File: config.mk
export PLATFORM = sky130hd
export DESIGN_NAME = six_step_position_commutator
export DESIGN_NICKNAME = d
export VERILOG_FILES = /design/src/rtl/ssc_pkg.sv /design/src/rtl/ssc_duty.sv /design/src/rtl/six_step_position_commutator.sv
export SDC_FILE = /design/constraint.sdc
export NUM_CORES = 1
export LEC_CHECK = 0
export BUFFER_PORTS_ARGS = -buffer_cell sky130_fd_sc_hd__buf_2
export CAP_MARGIN = 30
export CORE_MARGIN = 4
export CORE_UTILIZATION = 50
export CTS_CLUSTER_DIAMETER = 100
export DETAILED_ROUTE_END_ITERATION = 12
export HOLD_SLACK_MARGIN = 0.15
export PLACE_DENSITY_LB_ADDON = 0.05
export SLEW_MARGIN = 5
export SYNTH_ARGS = -nofsm -noshare
export SYNTH_HDL_FRONTEND = slang
export SYNTH_SLANG_ARGS = --single-unit
File: constraint.sdc
create_clock -name clk -period 12.6 [get_ports clk]
set_input_delay 0.63 -clock clk [delete_from_list [all_inputs] [get_ports clk]]
set_output_delay 0.63 -clock clk [all_outputs]
set_load 0.01 [all_outputs]
File: src/rtl/ssc_pkg.sv
// ----------------------------------------------------------------------------
// ssc_pkg
// Shared types, register indexes and helpers for the six-step commutator.
// ----------------------------------------------------------------------------
package ssc_pkg;

  // configuration port
  localparam int CFG_INDEX_BITS = 2;
  localparam int CFG_DATA_BITS  = 16;

  localparam logic [CFG_INDEX_BITS-1:0] CFG_GAIN   = 2'd0;
  localparam logic [CFG_INDEX_BITS-1:0] CFG_OFFSET = 2'd1;
  localparam logic [CFG_INDEX_BITS-1:0] CFG_POLES  = 2'd2;

  localparam int GAIN_BITS      = 16;
  localparam int OFFSET_BITS    = 12;
  localparam int POLE_BITS      = 5;
  localparam int GAIN_FRAC_BITS = 8;

  localparam logic [GAIN_BITS-1:0]   GAIN_RESET   = 16'd1151;
  localparam logic [OFFSET_BITS-1:0] OFFSET_RESET = 12'd423;
  localparam logic [POLE_BITS-1:0]   POLES_RESET  = 5'd7;

  // step count before the modulo never exceeds 2 * 31 * 6
  localparam int STEP_BITS   = 9;
  localparam int SECTOR_BITS = 3;

  localparam logic [SECTOR_BITS-1:0] SECTOR_0 = 3'd0;
  localparam logic [SECTOR_BITS-1:0] SECTOR_1 = 3'd1;
  localparam logic [SECTOR_BITS-1:0] SECTOR_2 = 3'd2;
  localparam logic [SECTOR_BITS-1:0] SECTOR_3 = 3'd3;
  localparam logic [SECTOR_BITS-1:0] SECTOR_4 = 3'd4;
  localparam logic [SECTOR_BITS-1:0] SECTOR_5 = 3'd5;

  typedef struct packed {
    logic neg;
    logic clamped;
  } duty_flags_t;

  // x mod 6: reciprocal 85/512 undershoots the quotient by at most one
  function automatic logic [SECTOR_BITS-1:0] mod6(input logic [STEP_BITS-1:0] x);
    logic [15:0]          p;
    logic [STEP_BITS-1:0] q;
    logic [STEP_BITS-1:0] r;
    p = 16'(x) * 16'd85;
    q = STEP_BITS'(p[15:9]);
    r = x - STEP_BITS'(q * 9'd6);
    if (r >= 9'd6) begin
      r = r - 9'd6;
    end
    return r[SECTOR_BITS-1:0];
  endfunction

endpackage

File: src/rtl/ssc_duty.sv
// ----------------------------------------------------------------------------
// ssc_duty
// Three-stage proportional duty path: error, gain multiply, scale and clamp.
// ----------------------------------------------------------------------------
module ssc_duty #(
  parameter int ANGLE_BITS = 12,
  parameter int DUTY_BITS  = 10
) (
  input  logic                         clk,
  input  logic                         rst,
  input  logic                         in_valid,
  input  logic [ANGLE_BITS-1:0]        reference_angle,
  input  logic [ANGLE_BITS-1:0]        measured_angle,
  input  logic [ssc_pkg::GAIN_BITS-1:0] gain,
  output logic                         out_valid,
  output logic [DUTY_BITS-1:0]         mag,
  output ssc_pkg::duty_flags_t         flags
);
  import ssc_pkg::*;

  localparam int EW = ANGLE_BITS + 1;
  localparam int PW = EW + GAIN_BITS + 1;
  localparam int DW = PW - GAIN_FRAC_BITS;
  localparam int CW = (DW > DUTY_BITS + 2) ? DW : DUTY_BITS + 2;
  localparam logic signed [CW-1:0] LIM_POS = CW'((2 ** DUTY_BITS) - 1);
  localparam logic signed [CW-1:0] LIM_NEG = -LIM_POS;

  logic                 v1, v2;
  logic signed [EW-1:0] err;
  logic signed [PW-1:0] prod;
  logic signed [DW-1:0] duty;
  logic signed [CW-1:0] dext;
  logic [DUTY_BITS-1:0] mag_next;
  duty_flags_t          flags_next;

  always_ff @(posedge clk) begin
    if (rst) begin
      v1        <= 1'b0;
      v2        <= 1'b0;
      out_valid <= 1'b0;
    end else begin
      v1        <= in_valid;
      v2        <= v1;
      out_valid <= v2;
    end
  end

  always_ff @(posedge clk) begin
    err   <= signed'({1'b0, reference_angle}) - signed'({1'b0, measured_angle});
    prod  <= PW'(err) * PW'(signed'({1'b0, gain}));
    mag   <= mag_next;
    flags <= flags_next;
  end

  // arithmetic shift is floor division by 256
  always_comb begin
    duty = DW'(prod >>> GAIN_FRAC_BITS);
    dext = CW'(duty);
    flags_next = '0;
    priority if (dext > LIM_POS) begin
      mag_next           = LIM_POS[DUTY_BITS-1:0];
      flags_next.clamped = 1'b1;
    end else if (dext < LIM_NEG) begin
      mag_next           = LIM_POS[DUTY_BITS-1:0];
      flags_next.neg     = 1'b1;
      flags_next.clamped = 1'b1;
    end else if (dext < 0) begin
      mag_next       = DUTY_BITS'(-dext);
      flags_next.neg = 1'b1;
    end else begin
      mag_next = DUTY_BITS'(dext);
    end
  end

endmodule

File: src/rtl/six_step_position_commutator.sv
// ----------------------------------------------------------------------------
// six_step_position_commutator
// Proportional position loop with six-step phase commutation.
// ----------------------------------------------------------------------------
// One angle pair is taken every clock cycle; its result is flagged by done
// for a single cycle. The depth is set by four register stages: angle error
// and offset sum, the gain and pole-pair multiplies, scaling with clamp and
// the times-six step count, then sector modulo and the commutation table into
// the output registers. The receiver cannot hold results off, so busy stays
// low and nothing stalls. Configuration writes are always accepted (cfg_ready
// high) and should only be issued with no transfer in flight; unknown register
// indexes are dropped.
module six_step_position_commutator #(
  parameter int ANGLE_BITS = 12,
  parameter int DUTY_BITS  = 10
) (
  input  logic                             clk,
  input  logic                             rst,
  // command side
  input  logic                             start,
  output logic                             busy,
  input  logic [ANGLE_BITS-1:0]            reference_angle,
  input  logic [ANGLE_BITS-1:0]            measured_angle,
  // configuration write channel
  input  logic                             cfg_valid,
  output logic                             cfg_ready,
  input  logic [ssc_pkg::CFG_INDEX_BITS-1:0] cfg_index,
  input  logic [ssc_pkg::CFG_DATA_BITS-1:0]  cfg_data,
  // results
  output logic                             done,
  output logic [DUTY_BITS-1:0]             drive_u,
  output logic [DUTY_BITS-1:0]             drive_v,
  output logic [DUTY_BITS-1:0]             drive_w,
  output logic                             enable_u,
  output logic                             enable_v,
  output logic                             enable_w,
  output logic [ssc_pkg::SECTOR_BITS-1:0]  sector,
  output logic                             duty_clamped
);
  import ssc_pkg::*;

  // offset register keeps no more bits than the angle itself
  localparam int OFF_BITS = (ANGLE_BITS < OFFSET_BITS) ? ANGLE_BITS : OFFSET_BITS;
  localparam int SUM_BITS = ANGLE_BITS + 1;
  localparam int SP_BITS  = SUM_BITS + POLE_BITS;
  localparam int S6_BITS  = SP_BITS + 3;

  // configuration registers
  logic [GAIN_BITS-1:0] gain;
  logic [OFF_BITS-1:0]  offset;
  logic [POLE_BITS-1:0] poles;

  // sector path
  logic [SUM_BITS-1:0]  sum;
  logic [SP_BITS-1:0]   sp;
  logic [S6_BITS-1:0]   sp6;
  logic [STEP_BITS-1:0] steps;
  logic [STEP_BITS-1:0] steps_next;

  // duty path
  logic                 v3;
  logic [DUTY_BITS-1:0] mag;
  duty_flags_t          flags;

  // stage four
  logic [DUTY_BITS-1:0]   pwm, ret;
  logic [SECTOR_BITS-1:0] sector_next;
  logic [DUTY_BITS-1:0]   drive_u_next, drive_v_next, drive_w_next;
  logic                   enable_u_next, enable_v_next, enable_w_next;

  logic accept;

  assign busy      = 1'b0;
  assign cfg_ready = 1'b1;
  assign accept    = start && !busy;

  // register writes, bits above each register's width are dropped
  always_ff @(posedge clk) begin
    if (rst) begin
      gain   <= GAIN_RESET;
      offset <= OFF_BITS'(OFFSET_RESET);
      poles  <= POLES_RESET;
    end else if (cfg_valid && cfg_ready) begin
      unique case (cfg_index)
        CFG_GAIN:   gain   <= cfg_data[GAIN_BITS-1:0];
        CFG_OFFSET: offset <= cfg_data[OFF_BITS-1:0];
        CFG_POLES:  poles  <= cfg_data[POLE_BITS-1:0];
        default:    ;
      endcase
    end
  end

  ssc_duty #(
    .ANGLE_BITS (ANGLE_BITS),
    .DUTY_BITS  (DUTY_BITS)
  ) u_duty (
    .clk             (clk),
    .rst             (rst),
    .in_valid        (accept),
    .reference_angle (reference_angle),
    .measured_angle  (measured_angle),
    .gain            (gain),
    .out_valid       (v3),
    .mag             (mag),
    .flags           (flags)
  );

  // offset sum, pole-pair multiply, then times six and drop the angle bits
  assign sp6        = {1'b0, sp, 2'b00} + {2'b00, sp, 1'b0};
  assign steps_next = sp6[ANGLE_BITS +: STEP_BITS];

  always_ff @(posedge clk) begin
    sum   <= SUM_BITS'(measured_angle) + SUM_BITS'(offset);
    sp    <= SP_BITS'(sum) * SP_BITS'(poles);
    steps <= steps_next;
  end

  // commutation table: one phase floats, the others take pwm and return legs
  always_comb begin
    sector_next   = mod6(steps);
    pwm           = flags.neg ? '0 : mag;
    ret           = flags.neg ? mag : '0;
    drive_u_next  = '0;
    drive_v_next  = '0;
    drive_w_next  = '0;
    enable_u_next = 1'b0;
    enable_v_next = 1'b0;
    enable_w_next = 1'b0;
    unique case (sector_next)
      SECTOR_0: begin
        drive_v_next = ret; drive_w_next = pwm;
        enable_v_next = 1'b1; enable_w_next = 1'b1;
      end
      SECTOR_1: begin
        drive_u_next = ret; drive_w_next = pwm;
        enable_u_next = 1'b1; enable_w_next = 1'b1;
      end
      SECTOR_2: begin
        drive_u_next = ret; drive_v_next = pwm;
        enable_u_next = 1'b1; enable_v_next = 1'b1;
      end
      SECTOR_3: begin
        drive_v_next = pwm; drive_w_next = ret;
        enable_v_next = 1'b1; enable_w_next = 1'b1;
      end
      SECTOR_4: begin
        drive_u_next = pwm; drive_w_next = ret;
        enable_u_next = 1'b1; enable_w_next = 1'b1;
      end
      default: begin
        // sector five
        drive_u_next = pwm; drive_v_next = ret;
        enable_u_next = 1'b1; enable_v_next = 1'b1;
      end
    endcase
  end

  // result strobe
  always_ff @(posedge clk) begin
    if (rst) begin
      done <= 1'b0;
    end else begin
      done <= v3;
    end
  end

  // result payload, loaded only with a live item
  always_ff @(posedge clk) begin
    if (v3) begin
      drive_u      <= drive_u_next;
      drive_v      <= drive_v_next;
      drive_w      <= drive_w_next;
      enable_u     <= enable_u_next;
      enable_v     <= enable_v_next;
      enable_w     <= enable_w_next;
      sector       <= sector_next;
      duty_clamped <= flags.clamped;
    end
  end

  // every result comes from an earlier start transfer
  a_done_from_start: assert property (@(posedge clk) disable iff (rst)
    done |-> $past(accept, 4))
    else $error("result without matching start transfer");

  // exactly two phases are driven in each result
  a_two_enables: assert property (@(posedge clk) disable iff (rst)
    done |-> $countones({enable_u, enable_v, enable_w}) == 2)
    else $error("commutation drives other than two phases");

  // a floating phase carries no duty
  a_float_zero: assert property (@(posedge clk) disable iff (rst)
    done |-> ((enable_u || drive_u == '0) && (enable_v || drive_v == '0)
              && (enable_w || drive_w == '0)))
    else $error("floating phase has nonzero drive");

  // sector stays within the six steps
  a_sector_range: assert property (@(posedge clk) disable iff (rst)
    done |-> sector < 3'd6)
    else $error("sector out of range");

endmodule

; ---- Word-level counts from Yosys, hierarchy flattened
; Index checks and enable logic that the tools add are counted.
[word_totals]
latch_bits = 0
elab_cells = 69
output_inout_bits = 40
regBits = 169
n_memories = 0
in_bits = 46
rom_bits = 0
ram_bits = 0
[op_classes]
shift = 0
bitwise = 0
n_reduce_logical = 13
mux = 13
mul = 4
magnitude_cmp = 4
n_addsub = 6
n_eq_ne = 6
n_div = 0
[ops]
columns = cell, n
row1 = case mux 10 bit (2 select lines), 3
row2 = multiplier 13 x 17 -> 30 bit, 1
row3 = 2-to-1 mux 10 bit, 3
row4 = "greater-than comparator 22 x 11 -> 1 bit, second input constant", 1
row5 = "less-than comparator 22 x 1 -> 1 bit, second input constant", 1
row6 = "less-than comparator 22 x 11 -> 1 bit, second input constant", 1
row7 = adder 20 x 19 -> 21 bit, 1
row8 = multiplier 13 x 5 -> 18 bit, 1
row9 = "multiplier 9 x 7 -> 16 bit, second input constant", 1
row10 = OR reduction 2 bit, 7
row11 = adder 12 x 12 -> 13 bit, 1
row12 = subtractor 12 x 12 -> 13 bit, 1
row13 = negation 10 bit, 1
row14 = "greater-or-equal comparator 9 x 3 -> 1 bit, second input constant", 1
row15 = subtractor 9 bit, 1
row16 = "multiplier 7 x 2 -> 8 bit, second input constant", 1
row17 = "== test 3 x 2 -> 1 bit, second input constant", 2
row18 = 2-to-1 mux 1 bit, 6
row19 = AND reduction 2 bit, 3
row20 = OR reduction 4 bit, 1
row21 = "== test 3 x 1 -> 1 bit, second input constant", 1
row22 = "== test 3 bit, second input constant", 1
row23 = zero test 3 bit, 1
row24 = 2-to-1 mux 3 bit, 1
row25 = other kinds (4), 4

; ---- Depth between registers and ports, before layout
; Gate-level depths: netlist of the first run.
[logic_depth]
word_depth = 8
depth_mapped = 31
mapped_depth_nobuf = 30

; ---- By module
; A second synthesis of the first run with hierarchy kept.
[unflattened]
hier_cells = 1730
area_unflattened_um2 = 16463.3
[by_module_without_submodules]
columns = mod, area_per_inst_um2, cells_each, seq_area_each_um2, instances
row1 = ssc_duty, 8545.7, 917, 1001.0, 1
row2 = six_step_position_commutator, 7917.6, 813, 2592.5, 1

; ---- Least setup slack after synthesis of the first run
; Ideal clock, no wire load.
[synth_path]
path_type = register to register
from = register steps[3]
to = register drive_v[0], data pin
t_required_ns = 12.347
synth_period_minus_slack_ns = 6.942
setup_time_ns = 0.253
stages_incl_launch_ff = 32
arrival_time_ns = 6.689
setup_slack_ns = 5.658
cell_sequence = dfxtp_1 ha_1 inv_1 fa_1 inv_1 ha_1 inv_1 fa_1 inv_1 ha_1 nand3_1 a31oi_1 nor3_1 xnor2_1 ha_1 a21o_1 a21oi_1 o21ai_0 a21oi_1 xnor2_1 ha_1 nor3b_1 or4_1 a22oi_1 o211ai_1 a2111oi_0 mux2i_1 nand2_4 o41ai_1 or3_1 buf_4 and2_4
[synth_between]
elab_chain_cells = 8
[synth_lines]
columns = item, line_no
row1 = start: declaration, six_step_position_commutator.sv:57  ; logic [STEP_BITS-1:0] steps;
row2 = start signal: assignment, six_step_position_commutator.sv:115  ; steps <= steps_next;
row3 = multiplier 9 x 7 -> 16 bit, ssc_pkg.sv:45  ; p = 16'(x) * 16'd85;
row4 = multiplier 7 x 2 -> 8 bit, ssc_pkg.sv:47  ; r = x - STEP_BITS'(q * 9'd6);
row5 = subtractor 9 bit *, ssc_pkg.sv:47
row6 = greater-or-equal comparator 9 x 3 -> 1 bit / subtractor 3 bit (equally long branches), "ssc_pkg.sv:48, ssc_pkg.sv:49"
row7 = 2-to-1 mux 3 bit *, ssc_pkg.sv:48  ; if (r >= 9'd6) begin
row8 = == test 3 bit (tied with other cells), six_step_position_commutator.sv:129  ; unique case (sector_next)
row9 = OR reduction 2 bit (no line), --
row10 = case mux 10 bit (2 select lines) *, six_step_position_commutator.sv:129
row11 = net drive_v_next[0], six_step_position_commutator.sv:68  ; logic [DUTY_BITS-1:0] drive_u_next, drive_v_next, drive_w_next;
row12 = end signal: assignment, six_step_position_commutator.sv:171  ; drive_v <= drive_v_next;
row13 = end: declaration, six_step_position_commutator.sv:32  ; output logic [DUTY_BITS-1:0] drive_v,
; The timed path passes the listed nets; every way through them passes the cells marked *.
; A chain may end at the register's enable or synchronous reset.

; ---- Worst setup path in the final report of the first run
[layout_path]
from = register steps[0]
to = register drive_v[0], data pin
; Same word-level chain as after synthesis.

==> flow_summary.toml, run 1 <==
[layout]
mostFrequentLayoutCell = "inv_1"
antenna_cells = 0
fillCellCount = 3014
syn2layout_area_growth_pct = 8.24
drive_gt1_share_pct = 8.15
layout_common_cells = "inv_1 (261), nand2_1 (256), ha_1 (215)"
final_nets = 2251

[synthesis]
synth_seq_cells = 161
synth_top_family_by_area = "adder cells"
yosysSeqAreaShare_pct = 21.9
netlist.area_leader.share_pct = 24.5
synthCells = 1740
synthFlopType = "dfxtp_1"
yosys.area_share.xor_xnor_pct = 3.96
ys_async_sr_fraction_pct = 0
netlist_area_mm2 = 0.0164
avgSynthCellArea_um2 = 9.41
yosys.area_share.simple_pct = 17.8
synth-adder-area-share_pct = 40.9
synth.distinct_cells = 75
synth_edf_count = 37
synthesis.nets = 2201
synth_top_area_cell = "fa_1"
synthTopCellsByArea = "fa_1 (24%), ha_1 (16%), dfxtp_1 (15%)"
synth_compound_gate_area_share_pct = 7.40
yosys_warnings = 0
synthMuxAreaShare_pct = 0.527

[clocking]
clkTransAtPathRegs_ns = 0.07
cts_sinks = 161
cts_tree = "done"
cts_max_level = 4
postCtsResizedCells = 0
cts_hold_buf = 0
cts_root_buf = "clkbuf_16"
clk_latency_ns = 0.44
cts_buffers = 17
clockBufferDepth = 2
cts_setup_buffers = 0

[route]
wl_per_cell_um = 14.9
drt-initial-drc-count = 487
via_count = 11400
dr.pass1.iters = 5
drt-total-wl_um = 33400
viasPerCell = 5.08
route.detailed.drc = 0
ant_nets = 0

[timing]
setup_viol = 0
max_freq_ghz = 0.125
relSlewSlack_pct = 46.4
period_share_pct = 63.6
max_slew.worst_pin.slew_ns = 0.804
fin_crit_ns = 8.02
rsz0062_at_grt = "no"
hold_violations = 0
finClkSkew_ns = 0.0104
drv_slew = 0
tns_ns = 0

[worst_hold_path]
hold_class = "input port to flip-flop"
holdPathEnd = "u_duty.v1"
whs_path_depth = 2
min_from = "start"

[setup_path]
worst_setup_path_end_kind = "flip-flop"
cp.arrival_ns = 8.21
r2r-start = "steps[0]"
ff2ff_path_depth = 30
cp_common_cell = "ha_1"
start_kind = "flip-flop"
cp_data_required_time_ns = 12.80
setup.worst_path.class = "flip-flop to flip-flop"
rrSetupSlack_ns = 4.58
worstPathMaxFanout = 15
slowest_stage = "dfxtp_1"
critPathMaxStageDelay_ns = 0.68
worstReg2RegEnd = "drive_v[0]"

[global_routing]
grt_pass1_wl_um = 59500
first_global_vias = 12200
grt-ovfl-total = 0
antenna_found_initial = 0
grt_start_max_net_pins = 39
grtUsageTotal_pct = 20.3

[placed_design]
hpwl_um = 26400
gp_congestion = 0.837
port_buffers = 83

[outcome]
status = "finished clean"

[floorplanning]
row_count = 66
ios = 86
die_width_um = 189
die_area_mm2 = 0.0357
coreArea_mm2 = 0.0325
fp.dieH_um = 189
start_util_pct = 50.5

[run]
cap_violations = 0
-- cell usage after synthesis (19+ instances only) --
master,n
xnor2_1,58
dfxtp_1,124
clkbuf_1,46
nor2_1,70
a21oi_1,45
o21ai_0,26
and2_1,116
nor3_1,19
inv_1,261
nand2_1,256
a21o_1,25
nor2b_1,20
ha_1,215
fa_1,200
nand2b_1,21
edfxtp_1,37
-- worst max-delay path: cells and delay by family, from the launching register on --
kind                     cells  cell delay, ns
buffers and inverters        4            0.23
XOR/XNOR                     2            0.50
adder cells (fa/ha/maj)      7            2.52
flip-flops                   1            0.68
AO/OA/AOI/OAI               10            1.97
multiplexers                 1            0.23
AND/OR/NAND/NOR              6            1.64
-- flip-flops by register name, summed over array words and instances (netlist names), 2 cells and up --
register,flops
gain,16
drive_u,10
u_duty.flags,2
offset,12
sum,13
drive_v,10
sector,3
u_duty.err,13
sp,18
u_duty.prod,22
u_duty.mag,10
steps,9
drive_w,10
poles,5
-- layer usage --
metal | wire length, um | part of all wire [%] | vias to the layer above | global-route usage [%]
met1 | 15700 | 47 | 5490 | 27.6
met4 | 739 | 2.2 | 0 | 5.97
met5 | 0 | 0 | - | 0
met3 | 1320 | 3.9 | 49 | 3.23
met2 | 15600 | 47 | 205 | 33.7
li1 | - | - | 5668 | -
-- worst max path at each step --
stage,from,endpoint,slack (ns),cells after the start
2_1_floorplan,steps[3],drive_v[0],5.66,31
5_1_grt,steps[0],drive_v[0],3.82,30
3_5_place_dp,steps[0],drive_v[7],4.59,30
4_1_cts,steps[0],drive_v[0],4.56,30
3_3_place_gp,steps[0],drive_v[4],4.82,30
6_report,steps[0],drive_v[0],4.58,30
-- metrics by stage --
stage | cell area [um2] | util (%) | worst slack, ns | std cells | hold WS [ns]
final | 17700 | 54.6 | 4.58 | 2245 | 0.399
after global routing | 17700 | 54.6 | 3.82 | 2245 | 0.402
after CTS | 17700 | 54.6 | 4.56 | 2245 | 0.376
after detailed placement | 17100 | 52.8 | 4.59 | 2213 | 0.391
after global placement | 17100 | 52.8 | 4.82 | 2213 | 0.386
after floorplan | 16400 | - | 5.66 | 1740 | 0.386
-- logic make-up after synthesis --
group	count (synthesis)
mux	7
buf+inv	316
other cells	2
compound gates	178
xor+xnor	74
fa+ha+maj	416
flops	161
simple gates	586
-- layout make-up --
class	count	area (um2)	share of cell area [%]
inverter	261	980	5.53
sequential	161	3590	20.3
multi-input combinational	1263	11600	65.3
timing repair buffer	86	438	2.47
tap	442	553	3.12
clock buffer	18	450	2.54
clock inverter	14	141	0.798
Power of run 1 is left out: the tool's default activity adds up to more than one toggle a clock period on the data nets, which glitch-free logic cannot reach.
==> run 2, diff against run 1 <==
--- a/config.mk
+++ b/config.mk
@@ -5,6 +5,7 @@
 export SDC_FILE = /design/constraint.sdc
 export NUM_CORES = 1
 export LEC_CHECK = 0
+export ABC_AREA = 1
 export BUFFER_PORTS_ARGS = -buffer_cell sky130_fd_sc_hd__buf_2
 export CAP_MARGIN = 30
 export CORE_MARGIN = 4
==> constraint.sdc (replaced) <==
create_clock -name clk -period 6.9 [get_ports clk]
set_input_delay 0.345 -clock clk [delete_from_list [all_inputs] [get_ports clk]]
set_output_delay 0.345 -clock clk [all_outputs]
set_load 0.01 [all_outputs]
==> run 2 against run 1 <==
Register-to-register slack lost 4.2 ns. Core utilization grew 2.1 points. Clock skew shrank 0.0019 ns. Non-clock buffer count grew 42. Die area grew 2.9%. Critical path depth grew 6. Global-route usage grew 0.64 points. Sequential share of layout area shrank 1.0 points. Maximum frequency grew 24%. Critical path type unchanged. Critical endpoint is now enable_u.
==> flow_summary.toml, run 2 <==
[setup_path]
cp_common_cell = "inv_1"
rrSetupSlack_ns = 0.42
setup.worst_path.class = "flip-flop to flip-flop"
critPathMaxStageDelay_ns = 0.53
r2r-start = "steps[3]"
cp_data_required_time_ns = 7.10
ff2ff_path_depth = 36
slowest_stage = "fa_1"
worst_setup_path_end_kind = "flip-flop"
start_kind = "flip-flop"
worstReg2RegEnd = "enable_u"
cp.arrival_ns = 6.68
worstPathMaxFanout = 11

[placed_design]
gp_congestion = 0.877
dp.cells = 2513
port_buffers = 83
hpwl_um = 29300
place_ws_ns = 0.0738

[global_routing]
antenna_found_initial = 0
grt_start_max_net_pins = 39
grt-ovfl-total = 0
grtUsageTotal_pct = 20.9
first_global_vias = 13100
grt_pass1_wl_um = 62500

[clocking]
cts_buffers = 17
clk_latency_ns = 0.45
cts_sinks = 161
clockBufferDepth = 2
cts_tree = "done"
clkTransAtPathRegs_ns = 0.07
cts_root_buf = "clkbuf_16"
cts_max_level = 4

[synthesis]
netlist.area_leader.share_pct = 23.7
synth_seq_cells = 161
synth_edf_count = 37
yosysSeqAreaShare_pct = 21.3
yosys_warnings = 0
netlist_area_mm2 = 0.0169
synthTopCellsByArea = "fa_1 (24%), ha_1 (16%), dfxtp_1 (15%)"
ys_async_sr_fraction_pct = 0
synthFlopType = "dfxtp_1"
synth.distinct_cells = 47
synthMostInstantiatedCell = "nand2_1"
synthCells = 2022
avgSynthCellArea_um2 = 8.34
synthTopCellsByCount = "nand2_1 (497), inv_1 (405), ha_1 (215)"
synth_top_area_cell = "fa_1"
synthesis.nets = 2483

[timing]
fin_crit_ns = 6.48
relSlewSlack_pct = 37.7
max_freq_ghz = 0.154
setup_viol = 0
hold_violations = 0
finClkSkew_ns = 0.00844
max_slew.worst_pin.slew_ns = 0.934
hold_ws_ns = 0.180
drv_slew = 0
fin_ws_ns = 0.421
tns_ns = 0
period_share_pct = 93.9

[layout]
regMostFlops = "u_duty.prod"
fillCellCount = 3093
multi_input_area_mm2 = 0.0116
layout_common_cells = "nand2_1 (496), inv_1 (405), ha_1 (213)"
drive_gt1_share_pct = 9.85
largest_reg_flops = 22
mostFrequentLayoutCell = "nand2_1"
final_nets = 2569
antenna_cells = 0
reg_top3 = "u_duty.prod: 22 flops, sp: 18 flops, gain: 16 flops"
seqCellArea_mm2 = 0.00359
syn2layout_area_growth_pct = 10.6
finalNonFillerCells = 2563

[floorplanning]
coreArea_mm2 = 0.0329
die_width_um = 192
die_area_mm2 = 0.0367
ios = 86
row_count = 66
fp.dieH_um = 192
start_util_pct = 51.3

[route]
route.detailed.drc = 0
viasPerCell = 4.95
via_count = 12700
wl_per_cell_um = 14.1
ant_nets = 0
drt-total-wl_um = 36200
drt-initial-drc-count = 531
dr.pass1.iters = 5

[run]
cap_violations = 0

[worst_hold_path]
whs_path_depth = 3
min_from = "reference_angle[11]"
hold_class = "input port to flip-flop"
holdPathEnd = "u_duty.err[12]"

[outcome]
status = "finished clean"
[run 2: critical path: cells and delay by family (launching register included)]
family	cells	cell delay, ns
AO/OA/AOI/OAI	8	1.19
AND/OR/NAND/NOR	10	1.01
XOR/XNOR	3	0.57
flip-flops	1	0.34
adder cells (fa/ha/maj)	7	2.52
buffers and inverters	8	0.58
[run 2: kinds of logic (layout without fill, tap and decap cells)]
family	after synthesis	count (layout)	synth area share (%)
buf+inv	472	570	10.8
fa+ha+maj	415	415	39.7
flops	161	161	21.3
other cells	2	2	0.0445
simple gates	709	710	17.9
xor+xnor	83	83	4.31
compound gates	180	180	5.94
[run 2: how the worst max path moves through the flow]
stage	cells past startpoint	end	start
after floorplan	39	drive_w[0]	steps[3]
after global placement	38	drive_v[8]	steps[3]
after detailed placement	38	drive_v[8]	steps[3]
after CTS	38	drive_v[8]	steps[3]
after global routing	40	drive_v[2]	steps[3]
final	36	enable_u	steps[3]
[run 2: routing by layer]
metal | wire [um] | global-route usage, % | vias to the layer above | part of all wire, %
li1 | - | - | 6392 | -
met1 | 17500 | 29.0 | 6017 | 48
met2 | 16600 | 34.4 | 230 | 46
met3 | 1490 | 3.16 | 40 | 4.1
met4 | 617 | 5.55 | 0 | 1.7
met5 | 0 | 0 | - | 0
[run 2: final cells by class]
cell class | instances | area share (%)
Clock buffer | 19 | 2.55
Clock inverter | 13 | 0.704
Inverter | 410 | 8.29
Multi-Input combinational cell | 1390 | 62.0
Sequential cell | 161 | 19.3
Tap cell | 442 | 2.97
Timing Repair Buffer | 128 | 4.21
[run 2: timing repair]
| item | 4_1_cts | 5_1_grt |
|---|---|---|
| setup endpoints to repair | 0 | 35 |
| gates resized for setup | 0 | 18 |
| buffers inserted | 0 | 4 |
| hold buffers | 13 | 0 |
| hold endpoints to repair | 19 | 0 |
[run 2: metrics by stage]
step                      util [%]  cell area [um2]
after global routing          56.7            18700
after CTS                     56.3            18500
after detailed placement      54.1            17800
final                         56.7            18700
after global placement        54.1            17800
after floorplan                  -            16900
Power of run 2 is left out for the same reason.
